## config.mk

```make
export PLATFORM = sky130hd
export DESIGN_NAME = weekly_alarm_table
export DESIGN_NICKNAME = d
export VERILOG_FILES = /design/src/hw/rtl/wat_pkg.sv /design/src/hw/rtl/weekly_alarm_table.sv /design/src/hw/rtl/wat_ram.sv /design/src/hw/rtl/wat_entry_eval.sv
export SDC_FILE = /design/constraint.sdc
export NUM_CORES = 1
export LEC_CHECK = 0
export BUFFER_PORTS_ARGS = -buffer_cell sky130_fd_sc_hd__buf_4
export CAP_MARGIN = 20
export CORE_MARGIN = 2
export CORE_UTILIZATION = 35
export CTS_CLUSTER_SIZE = 24
export DETAILED_ROUTE_END_ITERATION = 8
export REMOVE_ABC_BUFFERS = 1
export SYNTH_ARGS = -nofsm -noshare
export SYNTH_HDL_FRONTEND = slang
export SYNTH_SLANG_ARGS = --single-unit
```

## constraint.sdc

```tcl
create_clock -name aclk -period 18.9 [get_ports aclk]
set_clock_uncertainty 0.15 [all_clocks]
set_input_delay 0.945 -clock aclk [delete_from_list [all_inputs] [get_ports aclk]]
set_output_delay 0.945 -clock aclk [all_outputs]
set_load 0.01 [all_outputs]
```

## src/hw/rtl/wat_pkg.sv

```systemverilog
// ----------------------------------------------------------------------------
// Weekly alarm table package
// Types and constants shared by the alarm table top level and its helpers.
// ----------------------------------------------------------------------------
package wat_pkg;

    localparam int MIN_PER_HOUR    = 60;
    localparam int HOURS_PER_DAY   = 24;
    localparam int MIN_PER_DAY     = MIN_PER_HOUR * HOURS_PER_DAY;
    localparam int DAYS_PER_WEEK   = 7;
    localparam int MIN_PER_WEEK    = MIN_PER_DAY * DAYS_PER_WEEK;
    localparam int NO_NEXT_MINUTES = 1;

    localparam int IN_DATA_W  = 48;
    localparam int IN_USER_W  = 2;
    localparam int OUT_DATA_W = 32;
    localparam int MINUTES_W  = 14;
    localparam int DUR_W      = 11;
    localparam int TOD_W      = 12;

    // Request kinds carried on tuser.
    typedef enum logic [1:0] {
        KIND_WRITE   = 2'd0,
        KIND_REMOVE  = 2'd1,
        KIND_MATCH   = 2'd2,
        KIND_NEAREST = 2'd3
    } kind_t;

    typedef enum logic [1:0] {
        ST_IDLE,
        ST_SCAN,
        ST_FINISH
    } state_t;

    // One stored alarm.
    typedef struct packed {
        logic [4:0]       hour;
        logic [5:0]       minute;
        logic [6:0]       mask;
        logic             active;
        logic [DUR_W-1:0] duration;
    } alarm_t;

    // Query context held for the length of a scan.
    typedef struct packed {
        logic [4:0]       hour;
        logic [5:0]       minute;
        logic [2:0]       weekday;
        logic [TOD_W-1:0] now;
    } query_t;

    // Result of checking one alarm against the query.
    typedef struct packed {
        logic                 match_hit;
        logic                 near_hit;
        logic [MINUTES_W-1:0] near_diff;
    } eval_t;

endpackage

```

## src/hw/rtl/weekly_alarm_table.sv

```systemverilog
// ----------------------------------------------------------------------------
// Weekly alarm table
// Indexed table of weekly alarms with write, remove, match and nearest requests.
// ----------------------------------------------------------------------------
// The block keeps ENTRIES alarms in a single-port-read memory, each with hour,
// minute, weekday mask, active flag and duration, plus one valid flip-flop per
// entry that reset clears. Every request returns exactly one result. For write
// and remove requests the table is updated at acceptance; the finish state
// then loads the result into the output register once that register is free.
// Match and nearest requests walk the table one entry per cycle through the
// memory's only read port, then post their result the same way from the finish
// state. One request is in flight at a time; a new request is taken as
// soon as the previous result sits in the output register, even if the
// downstream side has not yet taken it. Since the table is only written at
// acceptance and scanned afterwards, a read never overlaps a write to the
// same entry. Entries that were never written are never reported, because
// their valid bit stays low. A match result carries the duration of the
// lowest-indexed valid, active alarm that fires at the given time and
// weekday; a nearest result carries the minutes to the next occurrence of any
// valid alarm over the coming seven days, or 1 with next_found low.
// ----------------------------------------------------------------------------
module weekly_alarm_table #(
    parameter int ENTRIES = 16
) (
    input  logic        aclk,
    input  logic        aresetn,
    // tdata, lowest bit up: entry_index(4), alarm_hour(5), alarm_minute(6),
    // day_mask(7), alarm_active(1), alarm_duration(11), query_hour(5),
    // query_minute(6), query_weekday(3)
    input  logic [47:0] s_tdata,
    // tuser: kind(2)
    input  logic [1:0]  s_tuser,
    input  logic        s_tvalid,
    output logic        s_tready,
    // tdata, lowest bit up: op_ok(1), match_duration(11), minutes_to_next(14),
    // next_found(1), zero fill(5)
    output logic [31:0] m_tdata,
    output logic        m_tvalid,
    input  logic        m_tready
);

    localparam int ADDR_W = (ENTRIES > 1) ? $clog2(ENTRIES) : 1;
    localparam int CNT_W  = $clog2(ENTRIES + 1);

    // ------------------------------------------------------------------
    // Request fields
    // ------------------------------------------------------------------
    wat_pkg::kind_t  in_kind;
    logic [3:0]      in_index;
    wat_pkg::alarm_t in_alarm;
    wat_pkg::query_t in_query;
    logic            in_range;
    logic [ADDR_W-1:0] in_addr;
    logic            accept;

    assign in_kind         = wat_pkg::kind_t'(s_tuser);
    assign in_index        = s_tdata[3:0];
    assign in_alarm.hour     = s_tdata[8:4];
    assign in_alarm.minute   = s_tdata[14:9];
    assign in_alarm.mask     = s_tdata[21:15];
    assign in_alarm.active   = s_tdata[22];
    assign in_alarm.duration = s_tdata[33:23];
    assign in_query.hour     = s_tdata[38:34];
    assign in_query.minute   = s_tdata[44:39];
    assign in_query.weekday  = s_tdata[47:45];
    assign in_query.now      = 12'(s_tdata[38:34]) * 12'(wat_pkg::MIN_PER_HOUR)
                             + 12'(s_tdata[44:39]);

    // Indexes past the table are ignored and report failure.
    assign in_range = int'(in_index) < ENTRIES;
    assign in_addr  = ADDR_W'(in_index);

    // ------------------------------------------------------------------
    // Registers
    // ------------------------------------------------------------------
    wat_pkg::state_t      state_reg, state_next;
    logic [CNT_W-1:0]     cnt_reg, cnt_next;
    logic                 pv_reg, pv_next;       // a read is returning this cycle
    logic                 pvld_reg, pvld_next;   // valid bit of that entry
    logic [ENTRIES-1:0]   valid_reg, valid_next;
    logic                 m_tvalid_reg, m_tvalid_next;
    logic [31:0]          m_tdata_reg, m_tdata_next;

    wat_pkg::kind_t       kind_reg, kind_next;
    wat_pkg::query_t      query_reg, query_next;
    logic                 ok_reg, ok_next;
    logic [wat_pkg::DUR_W-1:0]     dur_reg, dur_next;
    logic                 mhit_reg, mhit_next;
    logic [wat_pkg::MINUTES_W-1:0] best_reg, best_next;
    logic                 found_reg, found_next;

    // ------------------------------------------------------------------
    // Table memory and entry evaluation
    // ------------------------------------------------------------------
    logic                        ram_wr_en;
    logic                        rd_en;
    logic [ADDR_W-1:0]           rd_addr;
    logic [$bits(wat_pkg::alarm_t)-1:0] ram_rd_data;
    wat_pkg::alarm_t             rd_alarm;
    wat_pkg::eval_t              eval;

    assign ram_wr_en = accept && (in_kind == wat_pkg::KIND_WRITE) && in_range;
    assign rd_addr   = cnt_reg[ADDR_W-1:0];
    assign rd_alarm  = wat_pkg::alarm_t'(ram_rd_data);

    wat_ram #(
        .WIDTH ($bits(wat_pkg::alarm_t)),
        .DEPTH (ENTRIES)
    ) u_table (
        .aclk    (aclk),
        .wr_en   (ram_wr_en),
        .wr_addr (in_addr),
        .wr_data (in_alarm),
        .rd_en   (rd_en),
        .rd_addr (rd_addr),
        .rd_data (ram_rd_data)
    );

    wat_entry_eval u_eval (
        .entry  (rd_alarm),
        .query  (query_reg),
        .result (eval)
    );

    // ------------------------------------------------------------------
    // Control: next state
    // ------------------------------------------------------------------
    logic scan_last;
    logic out_free;

    assign out_free = !m_tvalid_reg || m_tready;

    always_comb begin
        state_next = state_reg;
        unique case (state_reg)
            wat_pkg::ST_IDLE: begin
                if (accept) begin
                    if (in_kind == wat_pkg::KIND_MATCH || in_kind == wat_pkg::KIND_NEAREST) begin
                        state_next = wat_pkg::ST_SCAN;
                    end else begin
                        state_next = wat_pkg::ST_FINISH;
                    end
                end
            end
            wat_pkg::ST_SCAN: begin
                if (scan_last) begin
                    state_next = wat_pkg::ST_FINISH;
                end
            end
            wat_pkg::ST_FINISH: begin
                if (out_free) begin
                    state_next = wat_pkg::ST_IDLE;
                end
            end
            default: begin
                state_next = wat_pkg::ST_IDLE;
            end
        endcase
    end

    // ------------------------------------------------------------------
    // Control: outputs of the state machine
    // ------------------------------------------------------------------
    logic load_out;

    always_comb begin
        s_tready  = 1'b0;
        rd_en     = 1'b0;
        scan_last = 1'b0;
        load_out  = 1'b0;
        unique case (state_reg)
            wat_pkg::ST_IDLE: begin
                s_tready = 1'b1;
            end
            wat_pkg::ST_SCAN: begin
                // The last entry's data returns in the cycle the counter
                // reaches the table size.
                rd_en     = (cnt_reg != CNT_W'(ENTRIES));
                scan_last = (cnt_reg == CNT_W'(ENTRIES));
            end
            wat_pkg::ST_FINISH: begin
                load_out = out_free;
            end
            default: begin
                s_tready = 1'b0;
            end
        endcase
    end

    assign accept = s_tvalid && s_tready;

    // ------------------------------------------------------------------
    // Datapath next values
    // ------------------------------------------------------------------
    always_comb begin
        cnt_next   = cnt_reg;
        pv_next    = rd_en;
        pvld_next  = rd_en ? valid_reg[rd_addr] : 1'b0;
        valid_next = valid_reg;
        kind_next  = kind_reg;
        query_next = query_reg;
        ok_next    = ok_reg;
        dur_next   = dur_reg;
        mhit_next  = mhit_reg;
        best_next  = best_reg;
        found_next = found_reg;

        if (accept) begin
            kind_next  = in_kind;
            query_next = in_query;
            cnt_next   = '0;
            ok_next    = 1'b0;
            dur_next   = '0;
            mhit_next  = 1'b0;
            best_next  = wat_pkg::MINUTES_W'(wat_pkg::MIN_PER_WEEK);
            found_next = 1'b0;
            if (in_kind == wat_pkg::KIND_WRITE && in_range) begin
                valid_next[in_addr] = 1'b1;
                ok_next             = 1'b1;
            end else if (in_kind == wat_pkg::KIND_REMOVE && in_range) begin
                ok_next             = valid_reg[in_addr];
                valid_next[in_addr] = 1'b0;
            end
        end

        if (rd_en) begin
            cnt_next = cnt_reg + 1'b1;
        end

        // Fold in the entry whose data the memory returns this cycle.
        if (pv_reg && pvld_reg) begin
            if (kind_reg == wat_pkg::KIND_MATCH && eval.match_hit && !mhit_reg) begin
                mhit_next = 1'b1;
                dur_next  = rd_alarm.duration;
            end
            if (kind_reg == wat_pkg::KIND_NEAREST && eval.near_hit
                && eval.near_diff < best_reg) begin
                best_next  = eval.near_diff;
                found_next = 1'b1;
            end
        end

        m_tvalid_next = m_tvalid_reg;
        m_tdata_next  = m_tdata_reg;
        if (load_out) begin
            m_tvalid_next = 1'b1;
            m_tdata_next  = '0;
            m_tdata_next[0]     = ok_reg;
            m_tdata_next[11:1]  = dur_reg;
            m_tdata_next[25:12] = (kind_reg != wat_pkg::KIND_NEAREST) ? '0
                                : found_reg ? best_reg
                                : wat_pkg::MINUTES_W'(wat_pkg::NO_NEXT_MINUTES);
            m_tdata_next[26]    = found_reg;
        end else if (m_tready) begin
            m_tvalid_next = 1'b0;
        end
    end

    always_ff @(posedge aclk) begin
        if (!aresetn) begin
            state_reg    <= wat_pkg::ST_IDLE;
            cnt_reg      <= '0;
            pv_reg       <= 1'b0;
            valid_reg    <= '0;
            m_tvalid_reg <= 1'b0;
        end else begin
            state_reg    <= state_next;
            cnt_reg      <= cnt_next;
            pv_reg       <= pv_next;
            valid_reg    <= valid_next;
            m_tvalid_reg <= m_tvalid_next;
        end
    end

    always_ff @(posedge aclk) begin
        pvld_reg    <= pvld_next;
        kind_reg    <= kind_next;
        query_reg   <= query_next;
        ok_reg      <= ok_next;
        dur_reg     <= dur_next;
        mhit_reg    <= mhit_next;
        best_reg    <= best_next;
        found_reg   <= found_next;
        m_tdata_reg <= m_tdata_next;
    end

    assign m_tvalid = m_tvalid_reg;
    assign m_tdata  = m_tdata_reg;

    // ------------------------------------------------------------------
    // Assertions
    // ------------------------------------------------------------------

    // A result appears only after the request reached its final state.
    a_out_from_finish: assert property (@(posedge aclk) disable iff (!aresetn)
        $rose(m_tvalid_reg) |-> $past(state_reg == wat_pkg::ST_FINISH))
        else $error("result posted outside the finish state");

    // The scan counter never runs past the table.
    a_cnt_bound: assert property (@(posedge aclk) disable iff (!aresetn)
        (state_reg == wat_pkg::ST_SCAN) |-> (int'(cnt_reg) <= ENTRIES))
        else $error("scan counter beyond table size");

    // A found occurrence always lies within one week.
    a_best_bound: assert property (@(posedge aclk) disable iff (!aresetn)
        (state_reg == wat_pkg::ST_FINISH && found_reg)
        |-> (int'(best_reg) < wat_pkg::MIN_PER_WEEK))
        else $error("nearest distance out of range");

    // A write to a slot in the table leaves that slot valid.
    a_write_sets_valid: assert property (@(posedge aclk) disable iff (!aresetn)
        ram_wr_en |=> valid_reg[$past(in_addr)])
        else $error("written entry not marked valid");

endmodule

```

## src/hw/rtl/wat_ram.sv

```systemverilog
// ----------------------------------------------------------------------------
// Generic RAM
// One write port and one read port, read data registered.
// ----------------------------------------------------------------------------
module wat_ram #(
    parameter int WIDTH = 30,
    parameter int DEPTH = 16
) (
    input  logic                                    aclk,
    input  logic                                    wr_en,
    input  logic [(DEPTH > 1 ? $clog2(DEPTH) : 1)-1:0] wr_addr,
    input  logic [WIDTH-1:0]                        wr_data,
    input  logic                                    rd_en,
    input  logic [(DEPTH > 1 ? $clog2(DEPTH) : 1)-1:0] rd_addr,
    output logic [WIDTH-1:0]                        rd_data
);

    logic [WIDTH-1:0] mem_reg [DEPTH];
    logic [WIDTH-1:0] rd_data_reg;

    always_ff @(posedge aclk) begin
        if (wr_en) begin
            mem_reg[wr_addr] <= wr_data;
        end
        if (rd_en) begin
            rd_data_reg <= mem_reg[rd_addr];
        end
    end

    assign rd_data = rd_data_reg;

endmodule

```

## src/hw/rtl/wat_entry_eval.sv

```systemverilog
// ----------------------------------------------------------------------------
// Alarm entry evaluator
// Checks one stored alarm against a match query and a nearest query.
// ----------------------------------------------------------------------------
module wat_entry_eval (
    input  wat_pkg::alarm_t entry,
    input  wat_pkg::query_t query,
    output wat_pkg::eval_t  result
);

    localparam int DAYS = wat_pkg::DAYS_PER_WEEK;

    logic [wat_pkg::TOD_W-1:0] alarm_tod;
    logic signed [15:0]        rel;
    logic signed [15:0]        diff [DAYS];
    logic [DAYS-1:0]           rot_mask;
    logic [2:0]                rot_base;

    always_comb begin
        logic [3:0] day_sum;
        logic [3:0] day_idx;
        alarm_tod = 12'(entry.hour) * 12'(wat_pkg::MIN_PER_HOUR) + 12'(entry.minute);
        rel       = signed'(16'(alarm_tod)) - signed'(16'(query.now));
        // A weekday of seven behaves as weekday zero in the day rotation.
        rot_base  = (query.weekday == 3'd7) ? 3'd0 : query.weekday;
        for (int o = 0; o < DAYS; o++) begin
            day_sum     = 4'(rot_base) + 4'(o);
            day_idx     = (day_sum >= 4'(DAYS)) ? day_sum - 4'(DAYS) : day_sum;
            rot_mask[o] = entry.mask[day_idx[2:0]];
            diff[o]     = rel + signed'(16'(o * wat_pkg::MIN_PER_DAY));
        end
    end

    // The distance grows with the day offset, so the first usable offset wins.
    always_comb begin
        result.near_hit  = 1'b0;
        result.near_diff = '0;
        for (int o = DAYS - 1; o >= 0; o--) begin
            if (rot_mask[o] && !diff[o][15]) begin
                result.near_hit  = 1'b1;
                result.near_diff = diff[o][wat_pkg::MINUTES_W-1:0];
            end
        end
        result.match_hit = entry.active
                        && (entry.hour == query.hour)
                        && (entry.minute == query.minute)
                        && (query.weekday != 3'd7)
                        && entry.mask[query.weekday];
    end

endmodule

```

# ---- After elaboration in Yosys (flattened, before gate mapping)
# Memories as Yosys holds them, arrays and structs flattened. A register that Yosys moved wholly into a read port is not among the register bits.
# Index checks and enable logic that the tools add are counted.
dict set report word_totals {
  output_inout_bits 34
  input_bits 54
  ram_bits 480
  word_cells 191
  n_memories 1
  regBits 109
}
dict set report classes {
  add_sub_neg 23
  mux 68
  eq_ne 17
  n_reduce_logical 38
  order_cmp 19
  multipliers 2
  bitwise 4
}
# name depth word_bits read_ports rd_clocked_by_memory_dff wr line
set mem_list {}
lappend mem_list {u_table.mem_reg 16 30 1 1 1 wat_ram.sv:18} ;# logic [WIDTH-1:0] mem_reg [DEPTH];
# cell count
set ops {}
lappend ops {{$mux W15} 7}
lappend ops {{$add A16 B14 Y16 const B} 3}
lappend ops {{$mux W14} 3}
lappend ops {{$mux W11} 3}
lappend ops {{$lt A3 B4 Y1 const B} 8}
lappend ops {{$mux W16} 2}
lappend ops {{$mux W1} 27}
lappend ops {{$add A11 B6 Y12} 2}
lappend ops {{$bmux W1 S3} 8}
lappend ops {{$ge A4 B3 Y1 const B} 6}
lappend ops {{$mux W3} 8}
lappend ops {{$sub A3 B3 Y3 const B} 7}
lappend ops {{$logic_and A1 B1 Y1} 19}
lappend ops {{$mul A5 B4 Y9 const B} 2}
lappend ops {{$add A16 B12 Y16 const B} 1}
lappend ops {{$add A16 B13 Y16 const B} 1}
lappend ops {{$add A16 B15 Y16 const B} 1}
lappend ops {{$and A16 B16 Y16} 1}
lappend ops {{$not A16 Y16} 1}
lappend ops {{$or A16 B16 Y16} 1}
lappend ops {{$lt A14 B14 Y1} 1}
lappend ops {{$sub A12 B12 Y13} 1}
lappend ops {{$add A3 B3 Y4 const B} 3}
lappend ops {{$eq A2 B2 Y1 const B} 5}
lappend ops {{other kinds (27)} 50}

# ---- Depth between registers and ports, before layout
dict set report depth {
  depth_word 19
  depth_mapped 35
  depth_no_buf 32
}

# ---- Modules after synthesis
# From an unflattened synthesis, not the netlist that was laid out.
dict set report hier_totals {
  hier_cells 1806
  hier_area_um2 28493.6
}
# module area_per_inst_um2 n_inst cells_each seq_area_each_um2
set modules_own_cells {}
lappend modules_own_cells {wat_ram 19239.7 1 785 15314.7}
lappend modules_own_cells {weekly_alarm_table 5330.1 1 479 2682.6}
lappend modules_own_cells {wat_entry_eval 3923.8 1 542 0.0}

# ---- Worst setup path before layout
# OpenSTA, ideal clock, no wires.
dict set report synth_path {
  path_type {flip-flop to flip-flop}
  from {reg u_table.rd_data_reg[25], in the netlist u_table.rd_data[25] (read register of u_table.mem_reg)}
  to {reg best_reg[10] (netlist bit)}
  setup_ps 123
  required_time_ps 18627
  slack_ps 11035
  path_stages_with_launch 33
  t_arrival_ps 7592
  synth_period_minus_slack_ps 7865
  n_path_buf 3
  cell_sequence {edfxtp_1 fa_1 fa_1 inv_1 fa_1 inv_1 fa_1 ha_1 o211a_1 o31a_1 nor2_1 xnor2_1 inv_1 ha_1 a21boi_0 o211ai_1 and3b_1 buf_2 clkbuf_1 a21oi_1 o221a_2 ha_1 a21o_1 a21oi_1 nor2b_1 o21ai_0 nand2b_1 a21oi_1 o31ai_1 a21o_1 a211oi_4 buf_2 mux2_1}
}
dict set report synth_between {
  elab_chain_cells 17
  word_cells_on_any_way 35
  cone_classes {add/sub: 8; mul: 1; order compare: 1; mux: 9; reduce/logical: 16}
}
# element line
set synth_lines {}
lappend synth_lines {{start: declaration} wat_ram.sv:19} ;# logic [WIDTH-1:0] rd_data_reg;
lappend synth_lines {{$mul A5 B4 Y9 *} wat_entry_eval.sv:22} ;# alarm_tod = 12'(entry.hour) * 12'(wat_pkg::MIN_PER_HOUR) + 12'(entry.minute);
lappend synth_lines {{$add A11 B6 Y12 *} wat_entry_eval.sv:22}
lappend synth_lines {{$sub A12 B12 Y13 *} wat_entry_eval.sv:23} ;# rel = signed'(16'(alarm_tod)) - signed'(16'(query.now));
lappend synth_lines {{$add A16 B15 Y16} wat_entry_eval.sv:30} ;# diff[o] = rel + signed'(16'(o * wat_pkg::MIN_PER_DAY));
lappend synth_lines {{$logic_not A1 Y1} wat_entry_eval.sv:39} ;# if (rot_mask[o] && !diff[o][15]) begin
lappend synth_lines {{$logic_and A1 B1 Y1} wat_entry_eval.sv:39}
lappend synth_lines {{$mux W15 (6 in a row)} wat_entry_eval.sv:39}
lappend synth_lines {{$mux W15 *} wat_entry_eval.sv:39}
lappend synth_lines {{$lt A14 B14 Y1 / $logic_and A1 B1 Y1 (equally long branches)} {weekly_alarm_table.sv:237, weekly_alarm_table.sv:236}}
lappend synth_lines {{$logic_and A1 B1 Y1} weekly_alarm_table.sv:237} ;# && eval.near_diff < best_reg) begin
lappend synth_lines {{$mux W14 *} weekly_alarm_table.sv:236} ;# if (kind_reg == wat_pkg::KIND_NEAREST && eval.near_hit
lappend synth_lines {{$mux W14 *} weekly_alarm_table.sv:231} ;# if (pv_reg && pvld_reg) begin
lappend synth_lines {{net best_next, one bit} weekly_alarm_table.sv:89} ;# logic [wat_pkg::MINUTES_W-1:0] best_reg, best_next;
lappend synth_lines {{end signal: assignment} weekly_alarm_table.sv:282} ;# best_reg <= best_next;
lappend synth_lines {{end: declaration} weekly_alarm_table.sv:89}
# The timed path passes the listed nets; every way through them passes the cells marked *.
# A chain may end at the register's enable or synchronous reset.

# ---- Worst setup path after layout
dict set report layout_path {
  from {reg u_table.rd_data_reg[28], in the netlist u_table.rd_data[28] (read register of u_table.mem_reg)}
  to {reg best_reg[5] (netlist bit)}
}
# Same word-level chain as after synthesis.

==> flow_metrics.env <==
export IMPL_status="complete, no violations"
export IMPL_avgSynthCellArea_sq_um=16.3
export IMPL_hold_violations=0
export IMPL_p_seq_share_pct=34.7
export IMPL_rsz0062_at_grt="false"
export IMPL_intPower_w=0.00291
export IMPL_antenna_found_initial=5
export IMPL_drc=0
export IMPL_power_leakage_nw=10.9
export IMPL_ant_nets=0
export IMPL_tritoncts="done"
export IMPL_path_clk_slew_ns=0.06
export IMPL_first_pass_iters=6
export IMPL_multi_input_area_sq_mm=0.00935
export IMPL_seq_area_frac_synth_pct=64.3
export IMPL_cpMostUsedCell="a21oi_1"
export IMPL_first_iter_violations=1327
export IMPL_core_area_sq_mm=0.0791
export IMPL_area_delta_synth_final_pct=15.1
export IMPL_pin_count=88
export IMPL_num_vias=15500
export IMPL_final_min_clock_period_ns=8.75
export IMPL_final_util_pct=40.7
export IMPL_max_cap_violations=0
export IMPL_cp_end_kind="flip-flop"
export IMPL_die_y_microns=287
export IMPL_comb_power_share_pct=35.4
export IMPL_syn_area_sq_mm=0.0280
export IMPL_power_switching_w=0.00150
export IMPL_synth_area_top_cells="edfxtp_1 61%, mux4_2 13%, dfxtp_1 3.8%"
export IMPL_syn_inst=1713
export IMPL_grt_ovfl_total=0
export IMPL_min_period_over_period_pct=46.3
export IMPL_synth_top_cell_area_share_pct=60.5
export IMPL_synth_top_flop_cell="edfxtp_1"
export IMPL_dr_wl_met2_microns=33200
export IMPL_fin_tns_setup_ns=0
export IMPL_p_per_area_mw_per_mm2=137
export IMPL_critPathMaxFanout=15
export IMPL_ys_warn_count=0
export IMPL_dp_final_hpwl_microns=38200
export IMPL_route_top_layer_used="met5"
export IMPL_register_area_sq_mm=0.0180
export IMPL_cp_slowest_cell="a211oi_4"
export IMPL_cts_buffers=66
export IMPL_wl_per_cell_microns=22.7
export IMPL_final_cell_count_no_fill=2917
export IMPL_die_x_microns=287
export IMPL_ctsResizeCount=0
export IMPL_layout_nets=1968
export IMPL_startpoint_type="flip-flop"
export IMPL_irDropWorstVdd_mv=0.135
export IMPL_gp_congestion=0.844
export IMPL_htree_levels=3
export IMPL_synth_edff_count=564
export IMPL_slew_headroom_pct=24.5
export IMPL_io_buffers=82
export IMPL_synth_seq_cells=617
export IMPL_async_flop_share_pct=0
export IMPL_cts_sinks=617
export IMPL_ys_types=94
export IMPL_ctsLongestPathBuffers=3
export IMPL_clock_tree_root_cell="clkbuf_16"
export IMPL_m1WireLength_microns=28500
export IMPL_max_freq_mhz=114
export IMPL_hold_class="flip-flop to flip-flop"
export IMPL_routed_wl_microns=66300
export IMPL_drive_gt1_share_pct=23.6
export IMPL_crit_required_ns=19.22
export IMPL_postCtsHoldBufs=0
export IMPL_avgViaCountPerCell=5.33
export IMPL_grt_pass1_wl_microns=100000
export IMPL_largest_register_ff_count=480
export IMPL_worst_setup_path_type="flip-flop to flip-flop"
export IMPL_dpl_cell_count=2795
export IMPL_row_count=103
export IMPL_slowest_delay_ns=0.77
export IMPL_grt_max_degree=106
export IMPL_initial_core_util_pct=35.4
export IMPL_clk_latency_ns=0.61
export IMPL_clockPowerShare_pct=29.9
export IMPL_synth_top_area_cell="edfxtp_1"
export IMPL_grt_pass1_vias=16000
export IMPL_setup_viol=0
export IMPL_fp_dieArea_sq_mm=0.0822
export IMPL_yosysMostFrequentCell="edfxtp_1"
export IMPL_synth_common_cells="564 x edfxtp_1, 161 x mux4_2, 99 x inv_1"
export IMPL_track_usage_pct=16.2
export IMPL_tightest_slew_ns=1.13
export IMPL_nFillCells=7167
export IMPL_drv_slew=0
export IMPL_cts_setup_buffers=0
export IMPL_switching_share_pct=34.1
export IMPL_critical_path_arrival_ns=9.08
export IMPL_wl_met3_microns=3140
-- per-layer routing --
layer | track usage (%) | vias up
met2 | 27.6 | 424
met1 | 21.3 | 8064
li1 | - | 6943
met4 | 4.30 | 4
met5 | 0 | -
met3 | 2.80 | 105
-- cell type report --
| cell class | count | share of cell area (%) |
|---|---|---|
| Clock buffer | 83 | 5.58 |
| Antenna cell | 2 | 0.0155 |
| Clock inverter | 37 | 1.38 |
| Timing Repair Buffer | 117 | 2.77 |
| Inverter | 103 | 1.21 |
| Multi-Input combinational cell | 908 | 29.0 |
| Tap cell | 1050 | 4.08 |
| Sequential cell | 617 | 55.9 |
-- per-stage QoR --
step                power, W  setup slack, ns  hold slack [ns]  instance area (sq um)
detailed placement   0.00310            10.25            0.266                  29900
finish               0.00441            10.15            0.279                  32200
global placement     0.00311            10.41            0.260                  29900
global route         0.00465             9.45            0.293                  32200
CTS                  0.00443            10.17            0.280                  32200
floorplan            0.00265            10.56            0.250                  27600
-- power by group through the flow --
stage                     Sequential [W]  Clock [W]  Combinational (W)
after floorplan                  0.00156          0            0.00109
after global placement           0.00156          0            0.00155
after detailed placement         0.00156          0            0.00154
after CTS                        0.00153    0.00135            0.00155
after global routing             0.00153    0.00139            0.00173
final                            0.00153    0.00132            0.00156
-- final timing paths --
path	startpoint	to	slack, ns	depth (start not counted)
hold reg to reg	dur_reg[9]	m_tdata[10]	0.28	0
setup / recovery	u_table.rd_data[28]	best_reg[5]	10.15	32
setup reg to reg	u_table.rd_data[28]	best_reg[5]	10.15	32
hold / removal	dur_reg[9]	m_tdata[10]	0.28	0
-- cell families (layout without fill, tap and decap cells) --
logic type / count (synthesis) / count (layout) / share of synthesized area [%]
compound gates: 267 / 267 / 6.77
fa+ha+maj: 101 / 101 / 5.08
xor+xnor: 46 / 46 / 1.47
simple gates: 296 / 296 / 5.38
mux: 193 / 193 / 14.2
other cells: 1 / 7 / 0.0134
buf+inv: 192 / 340 / 2.78
flops: 617 / 617 / 64.3
-- layout by cell type, fill, tap and decap left out, types with 10 or more instances in the layout --
master	synthesis	routed
nand3_1	38	38
clkinv_1	2	12
nor2_4	0	17
nor3_1	15	15
nand2b_1	11	11
nand2_1	63	63
nor2_1	74	57
o211a_1	15	15
mux4_2	161	161
clkinv_2	0	10
xor2_1	16	16
fa_1	21	21
a21o_1	16	16
mux2i_1	17	17
inv_1	99	99
a21oi_1	56	56
clkbuf_16	0	67
and2_1	26	26
xnor2_1	29	29
o21a_1	14	14
ha_1	80	80
clkbuf_1	61	10
buf_4	8	116
dfxtp_1	53	49
o21ai_0	49	49
edfxtp_1	564	564
o211ai_1	15	15
-- critical path, delay by kind of cell, from the launching register on --
| family | cells | cell delay, ns |
|---|---|---|
| DFF | 1 | 0.51 |
| AOI/OAI and AO/OA | 18 | 4.35 |
| and+or+nand+nor | 3 | 0.32 |
| xor gates and xnor gates | 1 | 0.16 |
| muxes | 1 | 0.42 |
| adders and majority gates | 6 | 2.17 |
| buffers and inverters | 3 | 0.50 |
Power figures use the tool's default switching activity.
